`src/rtl/half_bit_tick_uart_transceiver_macros.svh`:
```
// Assertion macros shared by the half-bit tick UART transceiver RTL.
`ifndef HALF_BIT_TICK_UART_TRANSCEIVER_MACROS_SVH
`define HALF_BIT_TICK_UART_TRANSCEIVER_MACROS_SVH

`ifndef SYNTHESIS
// Same-cycle implication, disabled while reset is asserted.
`define HBUT_CHECK(label, clk, rst_n, ante, cons) \
    label: assert property (@(posedge clk) disable iff (!rst_n) (ante) |-> (cons)) \
        else $error("hbut check failed");
// Next-cycle implication, disabled while reset is asserted.
`define HBUT_CHECK_NEXT(label, clk, rst_n, ante, cons) \
    label: assert property (@(posedge clk) disable iff (!rst_n) (ante) |=> (cons)) \
        else $error("hbut next-cycle check failed");
`else
`define HBUT_CHECK(label, clk, rst_n, ante, cons)
`define HBUT_CHECK_NEXT(label, clk, rst_n, ante, cons)
`endif

`endif

```
`src/rtl/hbut_pkg.sv`:
```
// Types and constants for the half-bit tick UART transceiver.
package hbut_pkg;

    // Event codes carried on the command field
    localparam logic [1:0] CMD_TICK  = 2'd0;
    localparam logic [1:0] CMD_WRITE = 2'd1;
    localparam logic [1:0] CMD_EDGE  = 2'd2;

    // Configuration register indexes
    localparam logic [1:0] REG_DATA_BITS   = 2'd0;
    localparam logic [1:0] REG_PARITY_MODE = 2'd1;
    localparam logic [1:0] REG_STOP_BITS   = 2'd2;

    // Parity codes
    localparam logic [1:0] PAR_EVEN = 2'd1;
    localparam logic [1:0] PAR_ODD  = 2'd2;

    localparam int RX_SHIFT_W = 11;
    localparam int TX_SHIFT_W = 12;

    // Effective (clamped) frame format shared by both directions
    typedef struct packed {
        logic [3:0] data_bits;  // 5..8
        logic       par_en;
        logic       par_odd;
        logic       two_stops;
    } frame_cfg_t;

    typedef struct packed {
        logic       valid;
        logic [7:0] data;
    } rx_res_t;

    typedef struct packed {
        logic level;
        logic busy;
        logic refused;
    } tx_res_t;

    typedef struct packed {
        logic       tx_line;
        logic       rx_valid;
        logic [7:0] rx_byte;
        logic       tx_busy;
        logic       write_refused;
    } result_t;

endpackage

```
`src/rtl/hbut_rx.sv`:
```
// Receiver: arms on a falling edge, samples on half-bit ticks, delivers the low byte.
`include "half_bit_tick_uart_transceiver_macros.svh"

module hbut_rx (
    input  logic               aclk,
    input  logic               aresetn,
    input  logic               en,
    input  logic [1:0]         cmd,
    input  logic               level,
    input  hbut_pkg::frame_cfg_t cfg,
    output hbut_pkg::rx_res_t  res
);
    import hbut_pkg::*;

    logic                  active_reg, active_next;
    logic [3:0]            samples_reg, samples_next;
    logic [1:0]            tick_reg, tick_next;
    logic [RX_SHIFT_W-1:0] shift_reg, shift_next;

    logic [3:0]            frame_len;
    logic [RX_SHIFT_W-1:0] top_bit;
    logic [1:0]            tick_inc;
    logic [3:0]            samples_inc;

    // Frame length and the bit position where a new sample lands
    assign frame_len = cfg.data_bits + (cfg.two_stops ? 4'd2 : 4'd1) + {3'd0, cfg.par_en};
    assign top_bit   = RX_SHIFT_W'(1) << (frame_len - 4'd1);
    assign tick_inc  = tick_reg + 2'd1;
    assign samples_inc = samples_reg + 4'd1;

    // Next state for one event
    always_comb begin
        active_next  = active_reg;
        samples_next = samples_reg;
        tick_next    = tick_reg;
        shift_next   = shift_reg;
        res          = '0;
        case (cmd)
            CMD_TICK: begin
                if (active_reg) begin
                    tick_next = tick_inc;
                    if (samples_reg == 4'd0) begin
                        // first data bit center is 1.5 bit times after the edge
                        if (tick_inc == 2'd3) begin
                            shift_next   = shift_reg | (level ? top_bit : '0);
                            samples_next = 4'd1;
                            tick_next    = 2'd0;
                        end
                    end else if (tick_inc[1]) begin
                        shift_next   = {1'b0, shift_reg[RX_SHIFT_W-1:1]} |
                                       (level ? top_bit : '0);
                        samples_next = samples_inc;
                        tick_next    = 2'd0;
                        if (samples_inc >= frame_len) begin
                            res.valid    = 1'b1;
                            res.data     = shift_next[7:0];
                            active_next  = 1'b0;
                            samples_next = 4'd0;
                        end
                    end
                end
            end
            CMD_EDGE: begin
                if (!active_reg) begin
                    active_next  = 1'b1;
                    shift_next   = '0;
                    samples_next = 4'd0;
                    tick_next    = 2'd0;
                end
            end
            default: ;
        endcase
    end

    // State registers advance on each accepted beat
    always_ff @(posedge aclk) begin
        if (!aresetn) begin
            active_reg  <= 1'b0;
            samples_reg <= 4'd0;
            tick_reg    <= 2'd0;
            shift_reg   <= '0;
        end else if (en) begin
            active_reg  <= active_next;
            samples_reg <= samples_next;
            tick_reg    <= tick_next;
            shift_reg   <= shift_next;
        end
    end

    `HBUT_CHECK(a_rx_idle_clean, aclk, aresetn, !active_reg, samples_reg == 4'd0 && tick_reg == 2'd0)
    `HBUT_CHECK(a_rx_bit_spacing, aclk, aresetn, active_reg && samples_reg != 4'd0, tick_reg < 2'd2)
    `HBUT_CHECK(a_rx_count_bound, aclk, aresetn, 1'b1, samples_reg <= 4'd11)

endmodule

```
`src/rtl/hbut_tx.sv`:
```
// Transmitter: frames a byte and shifts it out one bit per two half-bit ticks.
`include "half_bit_tick_uart_transceiver_macros.svh"

module hbut_tx (
    input  logic                 aclk,
    input  logic                 aresetn,
    input  logic                 en,
    input  logic [1:0]           cmd,
    input  logic [7:0]           tx_byte,
    input  hbut_pkg::frame_cfg_t cfg,
    output hbut_pkg::tx_res_t    res
);
    import hbut_pkg::*;

    logic                  active_reg, active_next;
    logic [3:0]            bits_left_reg, bits_left_next;
    logic                  tick_reg, tick_next;
    logic [TX_SHIFT_W-1:0] shift_reg, shift_next;
    logic                  level_reg, level_next;

    logic [8:0]            data_mask;
    logic [7:0]            data;
    logic                  pbit;
    logic [2:0]            tail;
    logic [3:0]            nbits;
    logic [TX_SHIFT_W-1:0] frame;
    logic [3:0]            bits_dec;

    // Frame build: start bit in bit 0, data LSB first, parity, stop bits
    assign data_mask = (9'd1 << cfg.data_bits) - 9'd1;
    assign data      = tx_byte & data_mask[7:0];
    assign pbit      = cfg.par_en & ((^data) ^ cfg.par_odd);
    assign tail      = cfg.par_en ? {cfg.two_stops, 1'b1, pbit}
                                  : {1'b0, cfg.two_stops, 1'b1};
    assign nbits     = cfg.data_bits + 4'd2 + {3'd0, cfg.par_en} +
                       (cfg.two_stops ? 4'd2 : 4'd1);
    assign frame     = (TX_SHIFT_W'(data) | (TX_SHIFT_W'(tail) << cfg.data_bits)) << 1;
    assign bits_dec  = bits_left_reg - 4'd1;

    // Next state for one event
    always_comb begin
        active_next    = active_reg;
        bits_left_next = bits_left_reg;
        tick_next      = tick_reg;
        shift_next     = shift_reg;
        level_next     = level_reg;
        res.refused    = 1'b0;
        case (cmd)
            CMD_TICK: begin
                if (active_reg) begin
                    tick_next = ~tick_reg;
                    // bit boundary on every second tick
                    if (tick_reg) begin
                        bits_left_next = bits_dec;
                        if (bits_dec == 4'd0) begin
                            active_next = 1'b0;
                        end else begin
                            level_next = shift_reg[0];
                            shift_next = {1'b0, shift_reg[TX_SHIFT_W-1:1]};
                        end
                    end
                end
            end
            CMD_WRITE: begin
                if (active_reg) begin
                    res.refused = 1'b1;
                end else begin
                    shift_next     = frame;
                    bits_left_next = nbits;
                    tick_next      = 1'b0;
                    active_next    = 1'b1;
                end
            end
            default: ;
        endcase
        res.level = level_next;
        res.busy  = active_next;
    end

    // State registers advance on each accepted beat
    always_ff @(posedge aclk) begin
        if (!aresetn) begin
            active_reg    <= 1'b0;
            bits_left_reg <= 4'd0;
            tick_reg      <= 1'b0;
            shift_reg     <= '0;
            level_reg     <= 1'b1;
        end else if (en) begin
            active_reg    <= active_next;
            bits_left_reg <= bits_left_next;
            tick_reg      <= tick_next;
            shift_reg     <= shift_next;
            level_reg     <= level_next;
        end
    end

    `HBUT_CHECK(a_tx_idle_clean, aclk, aresetn, !active_reg, bits_left_reg == 4'd0 && !tick_reg)
    `HBUT_CHECK(a_tx_busy_has_bits, aclk, aresetn, active_reg, bits_left_reg != 4'd0)
    `HBUT_CHECK(a_tx_count_bound, aclk, aresetn, 1'b1, bits_left_reg <= 4'd13)

endmodule

```
`src/rtl/half_bit_tick_uart_transceiver.sv`:
```
// Top level of the half-bit tick UART transceiver: config registers, rx/tx engines, output skid.
// One event beat (half-bit tick, byte write or receive falling edge) is taken per clock cycle
// while s_ready is high; its result beat is registered in the result register, or in the skid
// register while that holds an undelivered result, and the rx and tx state registers update on
// the same edge. A two-entry output stage (result plus skid register) keeps s_ready high for
// one extra beat after m_ready drops; s_ready falls only when both hold undelivered results.
// Configuration writes apply immediately and should be made while no beat is outstanding.
`include "half_bit_tick_uart_transceiver_macros.svh"

module half_bit_tick_uart_transceiver (
    input  logic       aclk,
    input  logic       aresetn,
    // configuration write port
    input  logic       cfg_we,
    input  logic [1:0] cfg_index,
    input  logic [3:0] cfg_wdata,
    // event input
    input  logic       s_valid,
    output logic       s_ready,
    input  logic [1:0] s_command,
    input  logic       s_rx_level,
    input  logic [7:0] s_tx_byte,
    // result output
    output logic       m_valid,
    input  logic       m_ready,
    output logic       m_tx_line,
    output logic       m_rx_valid,
    output logic [7:0] m_rx_byte,
    output logic       m_tx_busy,
    output logic       m_write_refused
);
    import hbut_pkg::*;

    logic [3:0] data_bits_reg;
    logic [1:0] parity_mode_reg;
    logic [1:0] stop_bits_reg;
    frame_cfg_t cfg;

    logic    push, pop;
    rx_res_t rx_res;
    tx_res_t tx_res;
    result_t new_res;
    result_t out_reg, skid_reg;
    logic    out_valid_reg, skid_valid_reg;

    // Configuration registers
    always_ff @(posedge aclk) begin
        if (!aresetn) begin
            data_bits_reg   <= 4'd8;
            parity_mode_reg <= 2'd0;
            stop_bits_reg   <= 2'd1;
        end else if (cfg_we) begin
            case (cfg_index)
                REG_DATA_BITS:   data_bits_reg   <= cfg_wdata;
                REG_PARITY_MODE: parity_mode_reg <= cfg_wdata[1:0];
                REG_STOP_BITS:   stop_bits_reg   <= cfg_wdata[1:0];
                default: ;
            endcase
        end
    end

    // Clamp to the supported frame formats
    always_comb begin
        if (data_bits_reg < 4'd5) begin
            cfg.data_bits = 4'd5;
        end else if (data_bits_reg > 4'd8) begin
            cfg.data_bits = 4'd8;
        end else begin
            cfg.data_bits = data_bits_reg;
        end
        cfg.par_en    = (parity_mode_reg == PAR_EVEN) || (parity_mode_reg == PAR_ODD);
        cfg.par_odd   = (parity_mode_reg == PAR_ODD);
        cfg.two_stops = (stop_bits_reg != 2'd1);
    end

    assign s_ready = !skid_valid_reg;
    assign push    = s_valid && s_ready;
    assign pop     = out_valid_reg && m_ready;

    hbut_rx u_rx (
        .aclk    (aclk),
        .aresetn (aresetn),
        .en      (push),
        .cmd     (s_command),
        .level   (s_rx_level),
        .cfg     (cfg),
        .res     (rx_res)
    );

    hbut_tx u_tx (
        .aclk    (aclk),
        .aresetn (aresetn),
        .en      (push),
        .cmd     (s_command),
        .tx_byte (s_tx_byte),
        .cfg     (cfg),
        .res     (tx_res)
    );

    // Result beat for the current event
    always_comb begin
        new_res.tx_line       = tx_res.level;
        new_res.rx_valid      = rx_res.valid;
        new_res.rx_byte       = rx_res.data;
        new_res.tx_busy       = tx_res.busy;
        new_res.write_refused = tx_res.refused;
    end

    // Output register with skid entry
    always_ff @(posedge aclk) begin
        if (!aresetn) begin
            out_valid_reg  <= 1'b0;
            skid_valid_reg <= 1'b0;
        end else begin
            if (pop && !push) begin
                if (skid_valid_reg) begin
                    skid_valid_reg <= 1'b0;
                end else begin
                    out_valid_reg <= 1'b0;
                end
            end else if (push && !pop) begin
                if (out_valid_reg) begin
                    skid_valid_reg <= 1'b1;
                end else begin
                    out_valid_reg <= 1'b1;
                end
            end
        end
    end

    // Payload movement, no reset needed
    always_ff @(posedge aclk) begin
        if (pop) begin
            if (skid_valid_reg) begin
                out_reg <= skid_reg;
                if (push) begin
                    skid_reg <= new_res;
                end
            end else if (push) begin
                out_reg <= new_res;
            end
        end else if (push) begin
            if (out_valid_reg) begin
                skid_reg <= new_res;
            end else begin
                out_reg <= new_res;
            end
        end
    end

    assign m_valid         = out_valid_reg;
    assign m_tx_line       = out_reg.tx_line;
    assign m_rx_valid      = out_reg.rx_valid;
    assign m_rx_byte       = out_reg.rx_byte;
    assign m_tx_busy       = out_reg.tx_busy;
    assign m_write_refused = out_reg.write_refused;

    `HBUT_CHECK(a_refused_means_busy, aclk, aresetn, m_valid && m_write_refused, m_tx_busy)
    `HBUT_CHECK(a_rx_byte_quiet, aclk, aresetn, m_valid && !m_rx_valid, m_rx_byte == 8'd0)
    `HBUT_CHECK(a_refused_only_on_write, aclk, aresetn, push && tx_res.refused, s_command == CMD_WRITE)
    `HBUT_CHECK_NEXT(a_skid_fill, aclk, aresetn, push && !pop && out_valid_reg, skid_valid_reg)

endmodule
```
`config.mk`:
```
export PLATFORM = sky130hd
export DESIGN_NAME = half_bit_tick_uart_transceiver
export DESIGN_NICKNAME = d
export VERILOG_FILES = /design/src/rtl/hbut_pkg.sv /design/src/rtl/hbut_rx.sv /design/src/rtl/hbut_tx.sv /design/src/rtl/half_bit_tick_uart_transceiver.sv
export VERILOG_INCLUDE_DIRS = /design/src /design/src/rtl
export SDC_FILE = /design/constraint.sdc
export NUM_CORES = 1
export LEC_CHECK = 0
export BUFFER_PORTS_ARGS = -buffer_cell sky130_fd_sc_hd__buf_4
export CAP_MARGIN = 20
export CORE_MARGIN = 4
export CORE_UTILIZATION = 60
export CTS_BUF_LIST = sky130_fd_sc_hd__clkbuf_4
export CTS_CLUSTER_DIAMETER = 150
export DETAILED_ROUTE_END_ITERATION = 6
export PLACE_DENSITY = 0.88
export SLEW_MARGIN = 30
export SYNTH_ARGS = -nofsm -noshare
export SYNTH_HDL_FRONTEND = slang
export SYNTH_SLANG_ARGS = --single-unit
export TNS_END_PERCENT = 50
```
`constraint.sdc`:
```
create_clock -name aclk -period 5.12 [get_ports aclk]
set_input_delay 0.256 -clock aclk [delete_from_list [all_inputs] [get_ports aclk]]
set_output_delay 0.256 -clock aclk [all_outputs]
set_load 0.01 [all_outputs]
```
Word level (Yosys, flattened, before mapping)
Cells that the tools add are included.

storage, ports and cells
  input bits = 22
  register bits after elaboration = 71

operators by class
  reductions and logical operators = 33
  multiplexer cells = 68
  $add $sub $neg = 10
  equal/unequal tests = 20
  shifts and indexed selects = 3
  magnitude comparators = 3
  bitwise operators = 8

operators with widths
  cell                                                    number
  two-way mux 12 bit                                      13
  two-way mux 11 bit                                      6
  two-way mux 9 bit                                       5
  two-way mux 4 bit                                       11
  case mux 12 bit (2 select lines)                        1
  case mux 11 bit (2 select lines)                        1
  two-way mux 1 bit                                       19
  case mux 4 bit (2 select lines)                         2
  inequality test 2 bit (second input constant)           6
  AND reduction 2 bit                                     6
  AND reduction 4 bit                                     3
  AND reduction 6 bit                                     2
  nonzero test 2 bit                                      6
  OR 10 x 11 -> 11 bit                                    1
  OR 11 bit                                               1
  OR 8 x 11 -> 11 bit                                     1
  << shifter 1 x 4 -> 11 bit (first input constant)       1
  << shifter 3 x 4 -> 11 bit                              1
  two-way mux 2 bit                                       5
  inequality test 2 x 1 -> 1 bit (second input constant)  5
  adder 4 x 1 -> 4 bit                                    2
  adder 4 bit                                             2
  AND 8 bit                                               1
  == test 2 bit (second input constant)                   4
  other kinds (27)                                        40

Logic depth before layout (Yosys ltp)
  depth after elaboration = 17
  depth in mapped cells = 15

Cells and area by module
From an unflattened synthesis, not the netlist that was laid out.

unflattened totals
  cell total of the unflattened synthesis = 479
  area total of the unflattened synthesis = 4,386.7 sq um

by module, submodules not included
  module                          area each (sq um)  sequential area each (sq um)  cells each  instances
  hbut_tx                         1,667.8            380.4                         223         1
  hbut_rx                         1,392.6            340.3                         163         1
  half_bit_tick_uart_transceiver  1,326.3            920.9                         93          1

Worst setup path before layout
OpenSTA, ideal clock, no wires.

  path type = reg-to-reg
  start point = register data_bits_reg[3]
  end point = register out_reg, in the netlist m_rx_valid, data pin
  buffers on the path = 4
  data required time = 4.856 ns
  cell stages (with the launch flop) = 16
  library setup time = 0.264 ns
  arrival time = 3.375 ns
  slack = 1.481 ns
  path through = dfxtp_1 > buf_2 > buf_1 > o21bai_1 > fa_1 > inv_1 > fa_1 > clkbuf_1 > inv_1 > ha_1 > a21o_1 > a21o_1 > a21oi_2 > or2_1 > clkbuf_1 > o21ai_0

between the ends
  cells in the longest elaborated chain, start to end = 14
  elaborated cells between the ends (all ways) = 17
  classes of those cells = 2 x add/sub; 3 x order compare; 12 x mux

RTL lines
  item                                   line                                                                          source
  start: declaration                     half_bit_tick_uart_transceiver.sv:34                                          logic [3:0] data_bits_reg;
  start signal: assignment               half_bit_tick_uart_transceiver.sv:54                                          REG_DATA_BITS: data_bits_reg <= cfg_wdata;
  greater-than comparator 4 bit          half_bit_tick_uart_transceiver.sv:66                                          end else if (data_bits_reg > 4'd8) begin
  two-way mux 4 bit                      half_bit_tick_uart_transceiver.sv:66
  two-way mux 4 bit (*)                  half_bit_tick_uart_transceiver.sv:64                                          if (data_bits_reg < 4'd5) begin
  adder 4 bit (*)                        hbut_rx.sv:26                                                                 assign frame_len = cfg.data_bits + (cfg.two_stops ? 4'd2 : 4'd1) + {3'd0, cfg.par_en};
  adder 4 x 1 -> 4 bit (*)               hbut_rx.sv:26
  >= comparator 4 bit (*)                hbut_rx.sv:54                                                                 if (samples_inc >= frame_len) begin
  two-way mux 9 bit (*)                  hbut_rx.sv:54
  two-way mux 9 bit (*)                  hbut_rx.sv:49                                                                 end else if (tick_inc[1]) begin
  two-way mux 9 bit (*)                  hbut_rx.sv:42                                                                 if (samples_reg == 4'd0) begin
  two-way mux 9 bit (*)                  hbut_rx.sv:40                                                                 if (active_reg) begin
  two-way mux 9 bit (*)                  hbut_rx.sv:38                                                                 case (cmd)
  two-way mux 12 bit (on tied branches)  half_bit_tick_uart_transceiver.sv:143, half_bit_tick_uart_transceiver.sv:139
  two-way mux 12 bit (on tied branches)  half_bit_tick_uart_transceiver.sv:142, half_bit_tick_uart_transceiver.sv:134
  two-way mux 12 bit (*)                 half_bit_tick_uart_transceiver.sv:133                                         if (pop) begin
  end signal: assignment                 half_bit_tick_uart_transceiver.sv:135                                         out_reg <= skid_reg;
  end signal: assignment                 half_bit_tick_uart_transceiver.sv:140                                         out_reg <= new_res;
  end signal: assignment                 half_bit_tick_uart_transceiver.sv:146                                         out_reg <= new_res;
  end: declaration                       half_bit_tick_uart_transceiver.sv:43                                          result_t out_reg, skid_reg;

Every way passes the cells marked *; elsewhere a longest branch is shown, timed or not. The select of a mux whose other input is x is not followed.
A chain may end at the register's enable or synchronous reset.

==> impl_results.md <==
- Die area: just over 8000 sq um
- Drc violations: 0
- TritonCTS clock tree: done
- Yosys warns: 0
- Crit-path leading delay family: adder cells
- Avg WL per Cell: 15.9 um
- Pins over their slew limit: 0
- Placer Congestion: 0.840
- Worst Hold Class: in2reg
- Crit path capture type: register
- 1st-pass router iterations: 5
- # setup viols final: 0
- Initial antenna violation count: 0
- RSZ-0062 raised after global routing: false
- Root Driver: clkbuf_4
- Startpoint Class: register
- Achievable frequency: 0.257 GHz
- First-pass GRT wire length: 14500 um
- Maxcap violations: 0
- Worst-case clock buffer depth: 2
- Max rail drop VDD: roughly 210 uV
- Inserted Clock Buffers: 9
- Ant diodes: 0
- Primary FF master, synth: dfxtp_1
- Required time worst endpoint: 5290 ps
- CP max FO: 18
- Slowest CP cell: dfxtp_1
- Total track usage: 21.6%
- Outcome: finished, final reports clean
- Clk Latency, worst-skew pair: 410 ps
- Core outline area: around 6500 sq um
- CTS Hold Bufs: 0
- I/O Buffers: 35
- Pleak: 1.83 nW
- Register area share after synthesis: 40.4%
- Clock slew at reported path FFs: 120 ps
- Layout cells sized above 1: 17.3%
- Die Wd: approximately 90 um
- Worst-margin pin slew: 886 ps
- Synthesized instance count: 436
- Fin. Hold Viols: 0
- CTS-repair resized insts: 0
- Grt ovf: 0
- Vias in the first global route: roughly 3.2k
- Hold WS: between 50 and 60 ps
- DR iter-0 viols: between 300 and 400
- Slew headroom: 40.6%
- Syn-to-layout area delta: 11.1%
- Initial Util: 63.0%
- Synth async-reset ratio: 0%
- Syn Area/Cell: 9.33 sq um
- Number of fill cells: slightly below 500
- Post-route setup TNS: 0 ps
- Critical path depth in cells: 11
- Post-synth EDFFs: 24
- Mapped Area: ~4000 sq um
- Netlist cell types: 67
- Nets: just over 500
- #FFs+latches synth: 70
- IO Count: 36
- Largest stage delay on the critical path: about 800 ps
- Tmin final: around 4000 ps
- H-Tree Depth: 3
- Arrival time at the worst endpoint: 4060 ps
- Hold path depth: 2
- Routed vias/inst: 6.19
- Post-CTS setup repair buffer count: 0
- Reg2Reg Depth: 11
- Row count: 29
- Fin crit share: 76.0%
- Via count of the routed design: 3370
- Largest net degree at the start of global routing: 28
- Crit path cell chain: o21bai_1 > fa_1 > inv_1 > fa_1 > inv_1 > ha_1 > a21o_1 > a21o_1 > a21oi_2 > nor3_1 > mux2_2
- Final Skew: 12.2 ps
- Routed WL: 8670 um
- ANT nets after route: 0
- CTS Sinks: 70
- Detailed Place HPWL: approximately 6300 um
- Pwr Density: roughly 280 nW/um^2
- Bufs and invs on worst path: 2
- WS Path Type: reg2reg
- DIE HEIGHT: around 90 um
## final cells by class
| class | count | area (sq um) | area share, % |
|---|---|---|---|
| Clock buffer | 12 | 90.1 | 1.99 |
| Clock inverter | 4 | 95.1 | 2.10 |
| Inverter | 26 | 97.6 | 2.16 |
| Multi-Input combinational cell | 319 | 2230 | 49.3 |
| Sequential cell | 70 | 1640 | 36.3 |
| Tap cell | 77 | 96.3 | 2.13 |
| Timing Repair Buffer | 36 | 270 | 5.98 |
## power breakdown
part	switching [mW]	internal (mW)	leakage [nW]
Combinational	0.119	0.0827	1.12
Sequential	0.0157	0.596	0.601
Clock	0.194	0.264	0.102
## kinds of logic after synthesis
kind of cell	count (synthesis)	synth area share, %
xor gates and xnor gates	12	3.11
muxes	21	5.38
other	1	0.0922
DFF	70	40.4
adders and majority gates	22	7.51
and+or+nand+nor	144	18.2
buffers and inverters	48	5.02
AOI/OAI and AO/OA	118	20.3
## worst register-to-register path: stages, from the launching register on
cell and delay [ps]:
dfxtp_1 800, o21bai_1 290, fa_1 260, inv_1 70
fa_1 630, inv_1 90, ha_1 290, a21o_1 150
a21o_1 220, a21oi_2 390, nor3_1 150, mux2_2 300
## placed cells by master, fill, tap and decap left out, types with 14 or more instances in the layout
| cell | n |
|---|---|
| o21ai_0 | 21 |
| dfxtp_1 | 46 |
| mux2i_1 | 14 |
| a21oi_1 | 31 |
| ha_1 | 18 |
| nor2_1 | 34 |
| buf_4 | 36 |
| inv_1 | 24 |
| edfxtp_1 | 24 |
| nand2_1 | 35 |
## cells in the mapped netlist (6+ instances only)
library cell	n	area share [%]
xnor2_1	6	1.3
nor2b_1	6	0.92
dfxtp_1	46	23
ha_1	18	5.5
and3_1	6	0.92
o21ai_0	21	2.6
clkbuf_1	10	0.92
nor2_1	34	3.1
o211a_1	7	1.7
mux2_2	7	1.9
inv_1	24	2.2
o21ai_1	7	0.86
buf_2	7	0.86
nand3_1	11	1.4
nand2b_1	11	1.7
nor3_1	11	1.4
edfxtp_1	24	18
nand2_1	35	3.2
mux2i_1	14	3.4
a21oi_1	32	3.9
## final timing paths
kind | from | endpoint | slack (ps)
setup / recovery | data_bits_reg[3]$_SDFFE_PN1P_ | m_rx_byte[7]$_DFFE_PP_ | 1230
setup reg to reg | data_bits_reg[3]$_SDFFE_PN1P_ | m_rx_byte[7]$_DFFE_PP_ | 1230
hold / removal | m_ready | skid_valid_reg$_SDFFE_PP0P_ | 60
hold reg to reg | u_tx.shift_reg[5]$_SDFFE_PN0P_ | u_tx.shift_reg[4]$_SDFFE_PN0P_ | 470
## layer usage
metal / global-route usage [%] / wire length (um) / up-vias
li1: - / - / 1618
met2: 37.0 / 4270 / 120
met5: 0 / 0 / -
met3: 3.83 / 532 / 17
met4: 8.67 / 143 / 0
met1: 26.9 / 3730 / 1615
## through the flow
stage                     setup WS (ps)  instances  util (%)  area (sq um)  total power, mW
after floorplan                    1480        437         -          4070            0.761
after global placement             1410        528      67.0          4330            0.813
after detailed placement           1290        528      67.1          4330            0.821
after CTS                          1260        544      70.0          4520             1.28
after global routing               1040        544      70.0          4520             1.32
final                              1230        544      70.0          4520             1.27
Note: power is estimated with default switching activity, not from simulation.
